[config.mk]
export PLATFORM = sky130hd
export DESIGN_NAME = ascii_to_unsigned_parser_core_flat
export DESIGN_NICKNAME = d
export VERILOG_FILES = /design/src/rtl/ascp_pkg.sv /design/src/rtl/ascp_if.sv /design/src/rtl/ascp_in_stage.sv /design/src/rtl/ascp_parse_unit.sv /design/src/rtl/ascp_out_stage.sv /design/src/rtl/ascii_to_unsigned_parser_core.sv /design/src/flat_wrapper.sv
export SDC_FILE = /design/constraint.sdc
export NUM_CORES = 1
export LEC_CHECK = 0
export BUFFER_PORTS_ARGS = -buffer_cell sky130_fd_sc_hd__buf_4
export CORE_ASPECT_RATIO = 0.9
export CORE_MARGIN = 1
export CORE_UTILIZATION = 25
export CTS_CLUSTER_SIZE = 10
export DETAILED_ROUTE_END_ITERATION = 16
export GPL_TIMING_DRIVEN = 1
export PLACE_DENSITY = 0.37
export SYNTH_ARGS = -nofsm -noshare
export SYNTH_HDL_FRONTEND = slang
export SYNTH_HIERARCHICAL = 1
export SYNTH_SLANG_ARGS = --single-unit
[constraint.sdc]
create_clock -name clock -period 15.84 [get_ports clock]
set_input_delay 0.792 -clock clock [delete_from_list [all_inputs] [get_ports clock]]
set_output_delay 0.792 -clock clock [all_outputs]
set_load 0.01 [all_outputs]
[src/rtl/ascp_pkg.sv]
package ascp_pkg;

   localparam int VALUE_BITS     = 64;
   localparam int MAX_CHARS      = 65535;
   localparam int POS_BITS       = $clog2(MAX_CHARS + 1);
   localparam int CHAR_BITS      = 8;
   localparam int BASE_BITS      = 6;
   localparam int DIGIT_BITS     = BASE_BITS + 1;
   localparam int VALUE_OUT_BITS = 64;
   localparam int OFFSET_BITS    = 16;

   localparam logic [BASE_BITS-1:0] BASE_RESET = 6'd10;
   localparam logic [BASE_BITS-1:0] BASE_AUTO  = 6'd0;
   localparam logic [BASE_BITS-1:0] BASE_MIN   = 6'd2;
   localparam logic [BASE_BITS-1:0] BASE_MAX   = 6'd36;
   localparam logic [BASE_BITS-1:0] BASE_OCT   = 6'd8;
   localparam logic [BASE_BITS-1:0] BASE_DEC   = 6'd10;
   localparam logic [BASE_BITS-1:0] BASE_HEX   = 6'd16;

   localparam logic [DIGIT_BITS-1:0] NO_DIGIT     = 7'd99;
   localparam logic [DIGIT_BITS-1:0] LETTER_FIRST = 7'd10;

   localparam logic [CHAR_BITS-1:0] CH_TAB   = 8'h09;
   localparam logic [CHAR_BITS-1:0] CH_LF    = 8'h0A;
   localparam logic [CHAR_BITS-1:0] CH_VT    = 8'h0B;
   localparam logic [CHAR_BITS-1:0] CH_FF    = 8'h0C;
   localparam logic [CHAR_BITS-1:0] CH_CR    = 8'h0D;
   localparam logic [CHAR_BITS-1:0] CH_SPACE = 8'h20;
   localparam logic [CHAR_BITS-1:0] CH_PLUS  = 8'h2B;
   localparam logic [CHAR_BITS-1:0] CH_MINUS = 8'h2D;
   localparam logic [CHAR_BITS-1:0] CH_ZERO  = 8'h30;
   localparam logic [CHAR_BITS-1:0] CH_NINE  = 8'h39;
   localparam logic [CHAR_BITS-1:0] CH_UC_A  = 8'h41;
   localparam logic [CHAR_BITS-1:0] CH_UC_X  = 8'h58;
   localparam logic [CHAR_BITS-1:0] CH_UC_Z  = 8'h5A;
   localparam logic [CHAR_BITS-1:0] CH_LC_A  = 8'h61;
   localparam logic [CHAR_BITS-1:0] CH_LC_X  = 8'h78;
   localparam logic [CHAR_BITS-1:0] CH_LC_Z  = 8'h7A;

   typedef enum logic [2:0] {
      PH_SPACE,
      PH_PREFIX,
      PH_ZERO,
      PH_DIGITS,
      PH_DONE
   } phase_type;

   typedef struct packed {
      logic [CHAR_BITS-1:0] text_char;
      logic                 is_last;
   } char_beat_type;

   typedef struct packed {
      logic [VALUE_BITS-1:0]  value;
      logic                   minus;
      logic [OFFSET_BITS-1:0] offset;
      logic                   had_digits;
   } rslt_type;

   function automatic logic [DIGIT_BITS-1:0] char_digit(input logic [CHAR_BITS-1:0] c);
      logic [CHAR_BITS-1:0] d;
      d = '0;
      if (c >= CH_ZERO && c <= CH_NINE) begin
         d = c - CH_ZERO;
         return DIGIT_BITS'(d);
      end
      if (c >= CH_LC_A && c <= CH_LC_Z) begin
         d = c - CH_LC_A;
         return DIGIT_BITS'(d) + LETTER_FIRST;
      end
      if (c >= CH_UC_A && c <= CH_UC_Z) begin
         d = c - CH_UC_A;
         return DIGIT_BITS'(d) + LETTER_FIRST;
      end
      return NO_DIGIT;
   endfunction

   function automatic logic is_space(input logic [CHAR_BITS-1:0] c);
      return (c == CH_SPACE) || (c == CH_TAB) || (c == CH_LF) ||
             (c == CH_CR) || (c == CH_FF) || (c == CH_VT);
   endfunction

endpackage

[src/rtl/ascp_if.sv]
interface ascp_req_if import ascp_pkg::*; ();
   logic                 valid;
   logic                 ready;
   logic [CHAR_BITS-1:0] text_char;
   logic                 is_last;

   modport source (output valid, output text_char, output is_last, input ready);
   modport sink   (input valid, input text_char, input is_last, output ready);
endinterface

interface ascp_rsp_if import ascp_pkg::*; ();
   logic                      valid;
   logic                      ready;
   logic [VALUE_OUT_BITS-1:0] parsed_value;
   logic [OFFSET_BITS-1:0]    end_offset;
   logic                      had_digits;

   modport source (output valid, output parsed_value, output end_offset,
                   output had_digits, input ready);
   modport sink   (input valid, input parsed_value, input end_offset,
                   input had_digits, output ready);
endinterface

[src/rtl/ascp_in_stage.sv]
module ascp_in_stage import ascp_pkg::*; (
   input  logic          clock,
   input  logic          reset,
   ascp_req_if.sink      req,
   output logic          beat_valid,
   output char_beat_type beat,
   input  logic          beat_ready
);

   logic          valid_ff;
   logic          valid_in;
   char_beat_type beat_ff;
   logic          take;

   assign req.ready = !valid_ff || beat_ready;
   assign take      = req.valid && req.ready;

   always_comb begin
      valid_in = valid_ff && !beat_ready;
      if (take) begin
         valid_in = 1'b1;
      end
   end

   always_ff @(posedge clock) begin
      if (reset) begin
         valid_ff <= 1'b0;
      end else begin
         valid_ff <= valid_in;
      end
   end

   always_ff @(posedge clock) begin
      if (take) begin
         beat_ff.text_char <= req.text_char;
         beat_ff.is_last   <= req.is_last;
      end
   end

   assign beat_valid = valid_ff;
   assign beat       = beat_ff;

endmodule

[src/rtl/ascp_parse_unit.sv]
module ascp_parse_unit import ascp_pkg::*; (
   input  logic                 clock,
   input  logic                 reset,
   input  logic [BASE_BITS-1:0] number_base,
   input  logic                 beat_valid,
   input  char_beat_type        beat,
   output logic                 beat_ready,
   output logic                 rslt_valid,
   input  logic                 rslt_ready,
   output rslt_type             rslt
);

   phase_type                       phase_ff, phase_in;
   logic [BASE_BITS-1:0]            base_ff, base_in;
   logic                            minus_ff, minus_in;
   logic [VALUE_BITS-1:0]           acc_ff, acc_in;
   logic [POS_BITS-1:0]             pos_ff, pos_in;
   logic [POS_BITS-1:0]             dend_ff, dend_in;
   logic                            anyd_ff, anyd_in;
   logic                            rslt_valid_ff, rslt_valid_in;
   rslt_type                        rslt_ff, rslt_in;

   logic                            take;
   logic                            base_ok;
   logic                            do_prefix;
   logic                            do_zero;
   logic                            run_digit;
   logic [BASE_BITS-1:0]            dig_base;
   logic [DIGIT_BITS-1:0]           digit;
   logic [VALUE_BITS+BASE_BITS-1:0] prod;
   logic [CHAR_BITS-1:0]            c;

   assign beat_ready = !beat.is_last || !rslt_valid_ff || rslt_ready;
   assign take       = beat_valid && beat_ready;
   assign c          = beat.text_char;
   assign base_ok    = (number_base == BASE_AUTO) ||
                       ((number_base >= BASE_MIN) && (number_base <= BASE_MAX));
   assign digit      = char_digit(c);

   always_comb begin
      phase_in      = phase_ff;
      base_in       = base_ff;
      minus_in      = minus_ff;
      acc_in        = acc_ff;
      pos_in        = pos_ff;
      dend_in       = dend_ff;
      anyd_in       = anyd_ff;
      rslt_in       = rslt_ff;
      rslt_valid_in = rslt_valid_ff && !rslt_ready;
      do_prefix     = 1'b0;
      do_zero       = 1'b0;
      run_digit     = 1'b0;
      dig_base      = base_ff;
      prod          = '0;

      if (take && (pos_ff < POS_BITS'(MAX_CHARS))) begin
         pos_in = pos_ff + 1'b1;
         case (phase_ff)
            PH_SPACE: begin
               if (!is_space(c)) begin
                  phase_in = PH_PREFIX;
                  if (c == CH_PLUS || c == CH_MINUS) begin
                     minus_in = (c == CH_MINUS);
                  end else begin
                     do_prefix = 1'b1;
                  end
               end
            end
            PH_PREFIX: do_prefix = 1'b1;
            PH_ZERO:   do_zero   = 1'b1;
            PH_DIGITS: run_digit = 1'b1;
            default:   ;
         endcase

         // decide the base on the first character after white space and sign
         if (do_prefix) begin
            if (!base_ok) begin
               phase_in = PH_DONE;
            end else if ((number_base == BASE_AUTO || number_base == BASE_HEX) &&
                         c == CH_ZERO) begin
               acc_in   = '0;
               anyd_in  = 1'b1;
               dend_in  = pos_ff + 1'b1;
               phase_in = PH_ZERO;
            end else begin
               dig_base  = (number_base == BASE_AUTO) ? BASE_DEC : number_base;
               base_in   = dig_base;
               phase_in  = PH_DIGITS;
               run_digit = 1'b1;
            end
         end

         // after a leading zero: swallow an x prefix or fall into octal/hex digits
         if (do_zero) begin
            if (c == CH_LC_X || c == CH_UC_X) begin
               base_in  = BASE_HEX;
               phase_in = PH_DIGITS;
            end else begin
               dig_base  = (number_base == BASE_AUTO) ? BASE_OCT : BASE_HEX;
               base_in   = dig_base;
               phase_in  = PH_DIGITS;
               run_digit = 1'b1;
            end
         end

         if (run_digit) begin
            if (digit < DIGIT_BITS'(dig_base)) begin
               prod    = {{BASE_BITS{1'b0}}, acc_ff} * {{VALUE_BITS{1'b0}}, dig_base};
               acc_in  = prod[VALUE_BITS-1:0] + VALUE_BITS'(digit);
               anyd_in = 1'b1;
               dend_in = pos_ff + 1'b1;
            end else begin
               phase_in = PH_DONE;
            end
         end
      end

      // emit on the last beat, then clear for the next string
      if (take && beat.is_last) begin
         rslt_valid_in      = 1'b1;
         rslt_in.value      = anyd_in ? acc_in : '0;
         rslt_in.minus      = minus_in;
         rslt_in.offset     = anyd_in ? OFFSET_BITS'(dend_in) : '0;
         rslt_in.had_digits = anyd_in;
         phase_in           = PH_SPACE;
         base_in            = '0;
         minus_in           = 1'b0;
         acc_in             = '0;
         pos_in             = '0;
         dend_in            = '0;
         anyd_in            = 1'b0;
      end
   end

   always_ff @(posedge clock) begin
      if (reset) begin
         phase_ff      <= PH_SPACE;
         base_ff       <= '0;
         minus_ff      <= 1'b0;
         acc_ff        <= '0;
         pos_ff        <= '0;
         dend_ff       <= '0;
         anyd_ff       <= 1'b0;
         rslt_valid_ff <= 1'b0;
      end else begin
         phase_ff      <= phase_in;
         base_ff       <= base_in;
         minus_ff      <= minus_in;
         acc_ff        <= acc_in;
         pos_ff        <= pos_in;
         dend_ff       <= dend_in;
         anyd_ff       <= anyd_in;
         rslt_valid_ff <= rslt_valid_in;
      end
   end

   always_ff @(posedge clock) begin
      rslt_ff <= rslt_in;
   end

   assign rslt_valid = rslt_valid_ff;
   assign rslt       = rslt_ff;

endmodule

[src/rtl/ascp_out_stage.sv]
module ascp_out_stage import ascp_pkg::*; (
   input  logic      clock,
   input  logic      reset,
   input  logic      rslt_valid,
   input  rslt_type  rslt,
   output logic      rslt_ready,
   ascp_rsp_if.source rsp
);

   logic                      valid_ff, valid_in;
   logic [VALUE_OUT_BITS-1:0] value_ff;
   logic [OFFSET_BITS-1:0]    offset_ff;
   logic                      had_ff;
   logic [VALUE_BITS-1:0]     sign_applied;
   logic                      take;

   assign rslt_ready   = !valid_ff || rsp.ready;
   assign take         = rslt_valid && rslt_ready;
   assign sign_applied = rslt.minus ? (VALUE_BITS'(0) - rslt.value) : rslt.value;

   always_comb begin
      valid_in = valid_ff && !rsp.ready;
      if (take) begin
         valid_in = 1'b1;
      end
   end

   always_ff @(posedge clock) begin
      if (reset) begin
         valid_ff <= 1'b0;
      end else begin
         valid_ff <= valid_in;
      end
   end

   always_ff @(posedge clock) begin
      if (take) begin
         value_ff  <= VALUE_OUT_BITS'(sign_applied);
         offset_ff <= rslt.offset;
         had_ff    <= rslt.had_digits;
      end
   end

   assign rsp.valid        = valid_ff;
   assign rsp.parsed_value = value_ff;
   assign rsp.end_offset   = offset_ff;
   assign rsp.had_digits   = had_ff;

endmodule

[src/rtl/ascii_to_unsigned_parser_core.sv]
// Path: a last character taken by the input register moves through the parse stage
// and the output register before its result shows on rsp. Throughput: one character
// per clock by the accumulator multiply-add loop; a last one waits for a held result.
// Reset: synchronous, active high; empties the pipeline, clears the per-string
// state and returns number_base to 10. No clearing pass, ready again at once.
module ascii_to_unsigned_parser_core import ascp_pkg::*; (
   input  logic                 clock,
   input  logic                 reset,
   ascp_req_if.sink             req_bus,
   ascp_rsp_if.source           rsp_bus,
   input  logic                 csr_wr_en,
   input  logic [BASE_BITS-1:0] csr_wr_data
);

   // Configured radix: sampled by the parse stage when a string decides its base.
   logic [BASE_BITS-1:0] number_base_ff;
   logic [BASE_BITS-1:0] number_base_in;

   // Input register to parse stage
   logic          beat_valid;
   char_beat_type beat;
   logic          beat_ready;

   // Parse stage to output register: raw value plus sign, negated on the way out
   logic     rslt_valid;
   rslt_type rslt;
   logic     rslt_ready;

   always_comb begin
      number_base_in = number_base_ff;
      if (csr_wr_en) begin
         number_base_in = csr_wr_data;
      end
   end

   always_ff @(posedge clock) begin
      if (reset) begin
         number_base_ff <= BASE_RESET;
      end else begin
         number_base_ff <= number_base_in;
      end
   end

   // Register each accepted beat until the parse stage takes it; a non-last beat always moves on,
   // so the skid only stalls when a finished result is still waiting.
   ascp_in_stage u_in_stage (
      .clock      (clock),
      .reset      (reset),
      .req        (req_bus),
      .beat_valid (beat_valid),
      .beat       (beat),
      .beat_ready (beat_ready)
   );

   // Advance the white space / sign / prefix / digit state machine and the
   // accumulator by one character; register a result on the last beat.
   ascp_parse_unit u_parse_unit (
      .clock       (clock),
      .reset       (reset),
      .number_base (number_base_ff),
      .beat_valid  (beat_valid),
      .beat        (beat),
      .beat_ready  (beat_ready),
      .rslt_valid  (rslt_valid),
      .rslt_ready  (rslt_ready),
      .rslt        (rslt)
   );

   // Apply the minus sign and drive the result beat.
   ascp_out_stage u_out_stage (
      .clock      (clock),
      .reset      (reset),
      .rslt_valid (rslt_valid),
      .rslt       (rslt),
      .rslt_ready (rslt_ready),
      .rsp        (rsp_bus)
   );

endmodule

[src/flat_wrapper.sv]
// flat-port wrapper written by rule: the top's interface ports become plain ports
module ascii_to_unsigned_parser_core_flat import ascp_pkg::*;
  (clock, reset, csr_wr_en, csr_wr_data, req_bus_valid, req_bus_text_char, req_bus_is_last, req_bus_ready, rsp_bus_valid, rsp_bus_parsed_value, rsp_bus_end_offset, rsp_bus_had_digits, rsp_bus_ready);
  ascp_req_if req_bus_i ();
  ascp_rsp_if rsp_bus_i ();
  input  logic clock;
  input  logic reset;
  input  logic csr_wr_en;
  input  logic [BASE_BITS-1:0] csr_wr_data;
  input wire logic [$bits(req_bus_i.valid)-1:0] req_bus_valid;
  input wire logic [$bits(req_bus_i.text_char)-1:0] req_bus_text_char;
  input wire logic [$bits(req_bus_i.is_last)-1:0] req_bus_is_last;
  output wire logic [$bits(req_bus_i.ready)-1:0] req_bus_ready;
  output wire logic [$bits(rsp_bus_i.valid)-1:0] rsp_bus_valid;
  output wire logic [$bits(rsp_bus_i.parsed_value)-1:0] rsp_bus_parsed_value;
  output wire logic [$bits(rsp_bus_i.end_offset)-1:0] rsp_bus_end_offset;
  output wire logic [$bits(rsp_bus_i.had_digits)-1:0] rsp_bus_had_digits;
  input wire logic [$bits(rsp_bus_i.ready)-1:0] rsp_bus_ready;
  assign req_bus_i.valid = req_bus_valid;
  assign req_bus_i.text_char = req_bus_text_char;
  assign req_bus_i.is_last = req_bus_is_last;
  assign req_bus_ready = req_bus_i.ready;
  assign rsp_bus_valid = rsp_bus_i.valid;
  assign rsp_bus_parsed_value = rsp_bus_i.parsed_value;
  assign rsp_bus_end_offset = rsp_bus_i.end_offset;
  assign rsp_bus_had_digits = rsp_bus_i.had_digits;
  assign rsp_bus_i.ready = rsp_bus_ready;
  ascii_to_unsigned_parser_core u_core (.clock(clock), .reset(reset), .req_bus(req_bus_i), .rsp_bus(rsp_bus_i), .csr_wr_en(csr_wr_en), .csr_wr_data(csr_wr_data));
endmodule
==> flow_metrics.env, run 1 <==
export IMPL_yosysUniqueCellTypes=96
export IMPL_post_drt_via_cell_ratio=4.77
export IMPL_netlist_instances=2469
export IMPL_finalSetupViolCount=0
export IMPL_portBuffers=102
export IMPL_cts_buffers=38
export IMPL_crit_arrival_ps=9650
export IMPL_route_met2_wl_um=32200
export IMPL_drv_slew=0
export IMPL_io_pins=103
export IMPL_ctsHoldBuffers=0
export IMPL_syn_to_final_growth_pct=13.2
export IMPL_end_kind="flip-flop"
export IMPL_fin_util_pct=28.6
export IMPL_post_place_cells=3743
export IMPL_nets=2912
export IMPL_crit_fanout=60
export IMPL_worstSetupStartpointType="flip-flop"
export IMPL_worstMarginPinSlew_ps=1040
export IMPL_final_layout_size_suffix_gt1_share_pct=9.30
export IMPL_wl_per_cell_um=19.5
export IMPL_grt_util_all_layers_pct=14.9
export IMPL_die_height_um=300
export IMPL_fin_crit_sh_pct=59.1
export IMPL_hold_violations=0
export IMPL_htreeDepth=2
export IMPL_min_period_ps=9360
export IMPL_globalplace_congestion=0.816
export IMPL_grt_pass1_wl_um=118000
export IMPL_slowest_delay_ps=850
export IMPL_max_cap_violations=0
export IMPL_routed_wl_um=74300
export IMPL_syn_area_per_cell_um2=10.0
export IMPL_core_mm2=0.0981
export IMPL_grt_antenna_before_repair=4
export IMPL_synth_edf_count=172
export IMPL_whs_ps=393
export IMPL_crit_buf_inv=5
export IMPL_synth_nets=2874
export IMPL_first_pass_iters=5
export IMPL_wl_met1_um=38500
export IMPL_ys_flop_type="edfxtp_1"
export IMPL_critPathTopFamily="compound AO/OA/AOI/OAI gates"
export IMPL_met3WireLength_um=2350
export IMPL_cts_sinks=288
export IMPL_vias=18200
export IMPL_crit_type="reg2reg"
export IMPL_layout_commonest_cell="and2_1"
export IMPL_clk_insertion_delay_late_ps=580
export IMPL_crit_required_ps=16130
export IMPL_ys_ff_latch=288
export IMPL_setup_tns_ps=0
export IMPL_instances_no_fill=3816
export IMPL_grt_max_degree=72
export IMPL_max_freq_ghz=0.107
export IMPL_max_vdd_ir_drop_v=0.0000613
export IMPL_hold_path_class="in2reg"
export IMPL_drtIter0Drc=993
export IMPL_yosys_warnings=6
export IMPL_cts_buffer_depth=3
export IMPL_cts_tree="yes"
export IMPL_grt_pass1_vias=19300
export IMPL_fp_row_count=109
export IMPL_ys_async_sr_fraction_pct=0
export IMPL_overflow=0
export IMPL_skew_ps=38.6
export IMPL_dieArea_mm2=0.100
export IMPL_ys_seq_area_share_pct=30.3
export IMPL_power_density_mw_per_mm2=66.2
export IMPL_cts_resized=0
export IMPL_clock_tree_root_cell="clkbuf_16"
export IMPL_syn_area_mm2=0.0247
export IMPL_final_cell_mix="and2_1, fa_1, nor2_1"
export IMPL_status="finished clean"
export IMPL_rsz0062_at_grt="no"
export IMPL_relSlewSlack_pct=30.3
export IMPL_drc=0
export IMPL_die_w_um=333
export IMPL_dpl_hpwl_um=56100
export IMPL_initial_core_util_pct=25.2
export IMPL_path_clk_slew_ps=60
export IMPL_post_cts_setup_buffers=0
export IMPL_ant_nets=0
export IMPL_critical_path_slowest_cell="a221oi_1"
export IMPL_leakagePower_nw=11.9
export IMPL_routed_top_layer="met4"
## worst paths after layout
path / from / endpoint / slack [ps] / cells after the start
min: req_bus_text_char[0] / u_core/u_in_stage/beat[1]$_DFFE_PP_ / 390 / 1
min reg2reg: u_core/u_parse_unit/rslt[10]$_SDFFCE_PN0P_ / u_core/u_out_stage/rsp.end_offset[9]$_DFFE_PP_ / 420 / 0
max reg2reg: u_core/u_in_stage/beat[2]$_DFFE_PP_ / u_core/u_parse_unit/rslt[79]$_SDFFCE_PN0P_ / 6480 / 28
max: u_core/u_in_stage/beat[2]$_DFFE_PP_ / u_core/u_parse_unit/rslt[79]$_SDFFCE_PN0P_ / 6480 / 28
## worst register-to-register path, delay by kind of cell, from the launching register on
kind	cells	cell delay (ps)
compound gates	11	3250
fa+ha+maj	6	2760
simple gates	6	1700
buf+inv	5	860
flops	1	520
## area by class of cell
cell class                      count  area, um^2
Fill cell                       10200       70100
Multi-Input combinational cell   1950       16300
Sequential cell                   288        7490
Tap cell                         1276        1600
Clock buffer                       63        1140
Timing Repair Buffer              120         901
Inverter                          109         409
Clock inverter                      7         109
Antenna cell                        3        7.51
## cells by family (layout without fill, tap and decap cells)
kind of cell	count (synthesis)	count (layout)	synth area share, %
compound gates	471	471	13.1
xor+xnor	146	146	5.23
fa+ha+maj	385	385	26.8
buf+inv	231	299	3.82
flops	288	288	30.3
mux	12	12	0.491
other cells	0	3	0
simple gates	936	936	20.3
## cell usage after synthesis, drive strengths merged, types with 4 or more instances
| master | count | area (um^2) |
|---|---|---|
| a22oi | 57 | 428 |
| nor3 | 21 | 120 |
| o2111a | 4 | 45.0 |
| mux2i | 11 | 110 |
| a221oi | 5 | 61.3 |
| o21a | 9 | 67.6 |
| inv | 109 | 409 |
| nor4 | 12 | 120 |
| and2 | 346 | 2170 |
| a31o | 7 | 61.3 |
| dfxtp | 116 | 2320 |
| or4 | 19 | 154 |
| or2 | 9 | 56.3 |
| buf | 31 | 174 |
| or3 | 20 | 128 |
| nor2b | 6 | 37.5 |
| fa | 241 | 4820 |
| xor2 | 29 | 254 |
| nand4 | 24 | 156 |
| nand2 | 160 | 608 |
| o22ai | 5 | 31.3 |
| o41ai | 12 | 169 |
| a31oi | 10 | 62.6 |
| o21ai | 79 | 407 |
| a21o | 33 | 248 |
| nand2b | 17 | 114 |
| o211ai | 9 | 72.6 |
| o21bai | 20 | 150 |
| xnor2 | 116 | 1020 |
| nand3 | 41 | 205 |
| and3 | 15 | 93.8 |
| clkbuf | 91 | 362 |
| o31ai | 27 | 203 |
| ha | 144 | 1800 |
| a211o | 9 | 78.8 |
| nor4b | 7 | 73.8 |
| nor3b | 4 | 30.0 |
| o221ai | 4 | 35.0 |
| nor2 | 223 | 845 |
| a21oi | 128 | 652 |
| edfxtp | 172 | 5160 |
| a211oi | 20 | 155 |
## routing by layer
layer	GRT usage, %	vias to the layer above
li1	-	8625
met1	22.4	9229
met2	23.0	277
met3	1.51	67
met4	3.26	0
met5	0	-
## metrics by stage
stage	area, um^2	setup slack, ps	total power [mW]
5_1_grt	28000	5770	1.93
3_3_place_gp	26700	6540	1.00
3_5_place_dp	26700	6480	1.00
4_1_cts	28000	6450	1.89
2_1_floorplan	24700	8170	0.931
6_report	28000	6480	1.85
## sequential cells by signal (all words and copies together), names as in the netlist
name                                 flops
u_core/number_base_ff                    6
u_core/u_parse_unit/anyd_ff              1
u_core/u_parse_unit/rslt_valid           1
u_core/u_out_stage/rsp.valid             1
u_core/u_parse_unit/base_ff              6
u_core/u_parse_unit/acc_ff              64
u_core/u_in_stage/beat                   9
u_core/u_out_stage/rsp.parsed_value     64
u_core/u_parse_unit/dend_ff             16
u_core/u_in_stage/beat_valid             1
u_core/u_parse_unit/minus_ff             1
u_core/u_parse_unit/rslt                82
u_core/u_parse_unit/pos_ff              16
u_core/u_out_stage/rsp.end_offset       16
u_core/u_out_stage/rsp.had_digits        1
u_core/u_parse_unit/phase_ff             3
## report_power, final
| part | switching (mW) | internal, mW |
|---|---|---|
| combinational | 0.124 | 0.0444 |
| sequential | 0.0115 | 0.804 |
| clock | 0.356 | 0.512 |
| total | 0.492 | 1.36 |
No activity file was read; power rests on OpenSTA's default activity.
==> inputs of run 2 (changes only) <==
clock period = 9.36 ns   (was 15.84 ns; I/O delays follow)
==> run 2 against run 1 <==
Global-route usage up 0.22 points. Worst setup slack worse by 5800 ps. First-iteration DRC count down 4.7%. Fmax up 8.3%. Via count up 1.4%. Total power up 74%. Critical endpoint is now u_core/u_parse_unit/rslt[74]$_SDFFCE_PN0P_. Clock-buffer cell count down 5. Register-to-register slack worse by 5800 ps. Sequential power up 69%. Clock skew down 18 ps. Die area unchanged. Sequential share of layout area down 0.17 points.
==> flow_metrics.env, run 2 (same netlist as run 1, synthesis figures left out) <==
export IMPL_die_w_um=333
export IMPL_finalSetupViolCount=0
export IMPL_critical_path_slowest_cell="a2111oi_0"
export IMPL_clk_insertion_delay_late_ps=570
export IMPL_cts_sinks=288
export IMPL_rsz0062_at_grt="no"
export IMPL_routed_wl_um=76100
export IMPL_globalplace_congestion=0.842
export IMPL_max_cap_violations=0
export IMPL_max_freq_ghz=0.116
export IMPL_dieArea_mm2=0.100
export IMPL_die_height_um=300
export IMPL_crit_type="reg2reg"
export IMPL_crit_fanout=30
export IMPL_critPathTopFamily="compound AO/OA/AOI/OAI gates"
export IMPL_cts_buffers=40
export IMPL_fp_row_count=109
export IMPL_grt_pass1_vias=19200
export IMPL_ant_nets=0
export IMPL_portBuffers=102
export IMPL_htreeDepth=2
export IMPL_status="finished clean"
export IMPL_layout_commonest_cell="and2_1"
export IMPL_hold_violations=0
export IMPL_skew_ps=20.5
export IMPL_grt_antenna_before_repair=3
export IMPL_min_period_ps=8640
export IMPL_post_drt_via_cell_ratio=4.82
export IMPL_worstSetupStartpointType="flip-flop"
export IMPL_cts_resized=0
export IMPL_instances_no_fill=3832
export IMPL_final_cell_mix="and2_1, fa_1, nor2_1"
export IMPL_cp_cell_sequence="inv_1 -> ha_1 -> nor4_1 -> or4b_1 -> o211a_2 -> nand2_1 -> o21ai_0 -> a21oi_4 -> buf_4 -> and2_1 -> fa_1 -> fa_1 -> fa_1 -> ha_1 -> ha_1 -> a2111oi_0 -> o21ai_0 -> a211o_1 -> a21oi_1 -> o41ai_1 -> a2111oi_0 -> o21ai_0 -> a22oi_1 -> nor2_1"
export IMPL_io_pins=103
export IMPL_overflow=0
export IMPL_syn_to_final_growth_pct=13.9
export IMPL_core_mm2=0.0981
export IMPL_leakagePower_nw=12.0
export IMPL_largest_reg_flops=82
export IMPL_clock_tree_root_cell="clkbuf_16"
export IMPL_path_clk_slew_ps=60
export IMPL_grt_max_degree=65
export IMPL_crit_buf_inv=2
export IMPL_slowest_delay_ps=690
export IMPL_ctsHoldBuffers=0
export IMPL_grt_util_all_layers_pct=15.2
export IMPL_cts_tree="yes"
export IMPL_fin_crit_sh_pct=92.4
export IMPL_end_kind="flip-flop"
export IMPL_nets=2928
export IMPL_post_cts_setup_buffers=0
export IMPL_crit_required_ps=9680
export IMPL_crit_arrival_ps=8960
export IMPL_dpl_hpwl_um=59100
export IMPL_vias=18500
export IMPL_grt_pass1_wl_um=118000
export IMPL_hold_path_class="in2reg"
export IMPL_drv_slew=0
export IMPL_setup_tns_ps=0
export IMPL_drc=0
export IMPL_wl_per_cell_um=19.9
export IMPL_post_place_cells=3757
export IMPL_worstMarginPinSlew_ps=1150
export IMPL_cts_buffer_depth=3
export IMPL_max_vdd_ir_drop_v=0.000114
export IMPL_first_pass_iters=5
export IMPL_power_density_mw_per_mm2=114
export IMPL_drtIter0Drc=946
export IMPL_final_layout_size_suffix_gt1_share_pct=10.0
export IMPL_initial_core_util_pct=25.2
export IMPL_relSlewSlack_pct=22.9
run 2: cell count changes in the layout (fill, tap and decap cells not counted), sizes merged:
| cell | before | now |
|---|---|---|
| buf | 120 | 134 |
| bufinv | 1 | 4 |
| clkbuf | 63 | 58 |
| clkinv | 5 | 10 |
| clkinvlp | 0 | 1 |
| diode | 3 | 1 |
run 2: cell type report:
type,count,area (um^2)
antenna,1,2.50
multi-input combinational,1950,16300
clock buffer,58,1090
sequential,288,7490
timing repair buffer,134,1020
fill,10200,69900
inverter,109,409
tap,1276,1600
clock inverter,16,224
run 2: metal layers:
metal,wire length [um],global-route usage (%),vias to the layer above
met1,37800,22.2,9313
met5,0,0,-
met3,3210,1.81,89
li1,-,-,8673
met4,1580,3.81,0
met2,33500,23.5,378
run 2: final timing paths:
path / start / end / slack (ps) / cells past startpoint
max: u_core/u_in_stage/beat[2]$_DFFE_PP_ / u_core/u_parse_unit/rslt[74]$_SDFFCE_PN0P_ / 720 / 24
min: req_bus_text_char[5] / u_core/u_in_stage/beat[6]$_DFFE_PP_ / 70 / 1
max reg2reg: u_core/u_in_stage/beat[2]$_DFFE_PP_ / u_core/u_parse_unit/rslt[74]$_SDFFCE_PN0P_ / 720 / 24
min reg2reg: u_core/u_parse_unit/rslt[15]$_SDFFCE_PN0P_ / u_core/u_out_stage/rsp.end_offset[14]$_DFFE_PP_ / 410 / 0
run 2: worst reg2reg max path, cell delays in order, from the launching register on:
cell	delay, ps
edfxtp_1	510
inv_1	170
ha_1	300
nor4_1	100
or4b_1	610
o211a_2	220
nand2_1	260
o21ai_0	260
a21oi_4	250
buf_4	350
and2_1	210
fa_1	450
fa_1	510
fa_1	490
ha_1	310
ha_1	370
a2111oi_0	430
o21ai_0	270
a211o_1	420
a21oi_1	470
o41ai_1	250
a2111oi_0	690
o21ai_0	220
a22oi_1	230
nor2_1	70
run 2: power breakdown:
group / switching [mW] / leakage [nW] / internal (mW)
logic: 0.215 / 8.75 / 0.0822
clock network: 0.614 / 0.633 / 0.925
registers: 0.0217 / 2.58 / 1.36
total: 0.850 / 12.0 / 2.37
run 2: stage by stage:
step	setup slack [ps]	hold slack (ps)	area [um^2]	total power, mW	util (%)
3_5_place_dp	696	405	26900	1.71	27.4
4_1_cts	709	35.6	28200	3.29	28.7
2_1_floorplan	1690	400	24700	1.58	-
6_report	716	71.7	28200	3.22	28.7
5_1_grt	24.9	48.4	28200	3.35	28.7
3_3_place_gp	823	405	26900	1.71	27.4
==> inputs of run 3 (changes only) <==
ABC_AREA = 1   (was unset)
==> run 3 against run 2 <==
Via count rose by 20%. Clock power shrank 3%. Routed wire length grew 21%. Flip-flop and latch count stayed put.
==> flow_metrics.env, run 3 <==
export IMPL_grt_max_degree=65
export IMPL_seqCellArea_mm2=0.00749
export IMPL_post_drt_via_cell_ratio=4.63
export IMPL_ys_seq_area_share_pct=28.4
export IMPL_syn_area_mm2=0.0264
export IMPL_yosysTopAreaCellShare_pct=19.6
export IMPL_nets=3793
export IMPL_portBuffers=102
export IMPL_power_mw=4.20
export IMPL_drv_slew=0
export IMPL_cts_buffers=39
export IMPL_slowest_delay_ps=730
export IMPL_pwr_share_seq_pct=33.9
export IMPL_final_layout_size_suffix_gt1_share_pct=7.67
export IMPL_ys_ff_latch=288
export IMPL_post_cts_setup_buffers=0
export IMPL_first_pass_iters=7
export IMPL_dieArea_mm2=0.107
export IMPL_vias=22200
export IMPL_crit_top_cell="nand2_1"
export IMPL_wl_per_cell_um=19.2
export IMPL_layout_commonest_cell="nor2_1"
export IMPL_crit_type="reg2reg"
export IMPL_ctsHoldBuffers=0
export IMPL_clk_insertion_delay_late_ps=580
export IMPL_netlist_instances=3325
export IMPL_rsz0062_at_grt="no"
export IMPL_cts_tree="yes"
export IMPL_power_switching_mw=1.58
export IMPL_syn_area_per_cell_um2=7.93
export IMPL_syn_to_final_growth_pct=13.3
export IMPL_fp_row_count=112
export IMPL_skew_ps=29.0
export IMPL_htreeDepth=2
export IMPL_io_pins=103
export IMPL_largest_reg_flops=82
export IMPL_grt_pass1_vias=23200
export IMPL_crit_arrival_ps=8820
export IMPL_grt_antenna_before_repair=0
export IMPL_synth_top_cells_by_area="edfxtp_1, fa_1, nor2_1"
export IMPL_whs_ps=65.9
export IMPL_cts_resized=0
export IMPL_yosysMostFrequentCell="nor2_1"
export IMPL_setup_tns_ps=0
export IMPL_drc=0
export IMPL_hold_path_class="in2reg"
export IMPL_ys_flop_type="edfxtp_1"
export IMPL_synth_nets=3730
export IMPL_min_period_ps=8530
export IMPL_p_int_mw=2.62
export IMPL_max_cap_violations=0
export IMPL_max_freq_ghz=0.117
export IMPL_final_cell_mix="nor2_1, nand2_1, inv_1"
export IMPL_relSlewSlack_pct=27.0
export IMPL_ys_async_sr_fraction_pct=0
export IMPL_status="finished clean"
export IMPL_switching_share_pct=37.6
export IMPL_leakagePower_nw=13.2
export IMPL_synth_area_leader_cell="edfxtp_1"
export IMPL_yosys_top_cells_count="nor2_1, nand2_1, inv_1"
export IMPL_critical_path_slowest_cell="nand3_2"
export IMPL_rrSetupSlack_ps=830
export IMPL_yosys_warnings=6
export IMPL_grt_pass1_wl_um=143000
export IMPL_power_density_mw_per_mm2=141
export IMPL_overflow=0
export IMPL_fin_crit_sh_pct=91.2
export IMPL_multi_input_area_mm2=0.0170
export IMPL_yosysUniqueCellTypes=53
export IMPL_ant_nets=0
export IMPL_die_w_um=344
export IMPL_worstMarginPinSlew_ps=1090
export IMPL_clkPwrFrac_pct=35.6
export IMPL_antenna_cells=0
export IMPL_core_mm2=0.104
export IMPL_hold_violations=0
export IMPL_worstSetupStartpointType="flip-flop"
export IMPL_max_vdd_ir_drop_v=0.000113
export IMPL_holdPathEnd="u_core/u_in_stage/beat[5]$_DFFE_PP_"
export IMPL_timing_rr_end="u_core/u_parse_unit/rslt[64]$_SDFFCE_PN0P_"
export IMPL_routed_wl_um=91900
export IMPL_grt_util_all_layers_pct=17.5
export IMPL_reg2reg_depth=35
export IMPL_hold_start="req_bus_text_char[4]"
export IMPL_fin_util_pct=28.7
export IMPL_drtIter0Drc=1281
export IMPL_cts_buffer_depth=3
export IMPL_cts_sinks=288
export IMPL_pwr_share_comb_pct=30.5
export IMPL_path_clk_slew_ps=60
export IMPL_clock_tree_root_cell="clkbuf_16"
export IMPL_regToRegStartpoint="u_core/u_in_stage/beat[1]$_DFFE_PP_"
export IMPL_crit_required_ps=9650
export IMPL_die_height_um=310
export IMPL_end_kind="flip-flop"
export IMPL_crit_fanout=36
export IMPL_nFillCells=11300
export IMPL_initial_core_util_pct=25.3
export IMPL_dpl_hpwl_um=72700
export IMPL_hold_depth=1
export IMPL_synth_edf_count=172
export IMPL_finalSetupViolCount=0
export IMPL_globalplace_congestion=0.876
## run 3: changes by cell type after synthesis, moves of 108 or more
cell     previous run  this run
nand2_1           159       578
and2_1            344         2
nand3_1            41       149
inv_1             107       383
nor2_1            222       645
a21oi_1           125       258
## run 3: per-layer routing
layer	vias up	share of wire, %	global-route usage [%]	wire length [um]
met5	-	0	0	0
met4	0	2.5	4.50	2290
met3	95	4.3	2.80	3990
met2	376	44	27.4	40000
li1	10900	-	-	-
met1	10800	50	24.9	45600
## run 3: stage by stage
step | worst slack [ps] | area, um^2 | instances
4_1_cts | 859 | 29900 | 4785
2_1_floorplan | 2680 | 26400 | 3325
3_3_place_gp | 912 | 28600 | 4715
3_5_place_dp | 860 | 28600 | 4715
6_report | 826 | 29900 | 4785
5_1_grt | 139 | 29900 | 4785
## run 3: how the worst max path moves through the flow
stage,start,to,depth (start not counted)
after floorplan,u_core/u_in_stage/beat[1]$_DFFE_PP_,u_core/u_parse_unit/rslt[64]$_SDFFCE_PN0P_,37
after global placement,u_core/u_in_stage/beat[1]$_DFFE_PP_,u_core/u_parse_unit/rslt[64]$_SDFFCE_PN0P_,35
after detailed placement,u_core/u_in_stage/beat[1]$_DFFE_PP_,u_core/u_parse_unit/rslt[64]$_SDFFCE_PN0P_,35
after CTS,u_core/u_in_stage/beat[1]$_DFFE_PP_,u_core/u_parse_unit/rslt[64]$_SDFFCE_PN0P_,35
after global routing,u_core/u_in_stage/beat[1]$_DFFE_PP_,u_core/u_parse_unit/rslt[64]$_SDFFCE_PN0P_,35
final,u_core/u_in_stage/beat[1]$_DFFE_PP_,u_core/u_parse_unit/rslt[64]$_SDFFCE_PN0P_,35
## run 3: kinds of logic after synthesis
logic type                 Yosys count  synth area share, %
and+or+nand+nor                   1482                 23.3
DFF                                288                 28.4
adders and majority gates          385                 25.1
AOI/OAI and AO/OA                  559                 12.1
buffers and inverters              501                 7.40
xor gates and xnor gates           110                 3.65
## run 3: cell type report
class,count,area share [%]
multi-input combinational,2536,56.8
inverter,392,4.94
timing repair buffer,131,3.29
sequential,288,25.1
clock inverter,15,0.549
clock buffer,55,3.57
tap,1368,5.73
## run 3: critical path: cells and delay by family, from the launching register on
kind	cells	cell delay, ps
AO/OA/AOI/OAI	8	1690
XOR/XNOR	1	160
adder cells (fa/ha/maj)	6	2720
buffers and inverters	7	1080
flip-flops	1	410
AND/OR/NAND/NOR	13	2150
## run 3: power by group through the flow
stage,registers [mW],clock network (mW),logic (mW)
3_3_place_gp,1.45,0,1.30
5_1_grt,1.43,1.60,1.43
2_1_floorplan,1.44,0,0.853
6_report,1.42,1.50,1.28
4_1_cts,1.42,1.56,1.30
3_5_place_dp,1.45,0,1.29
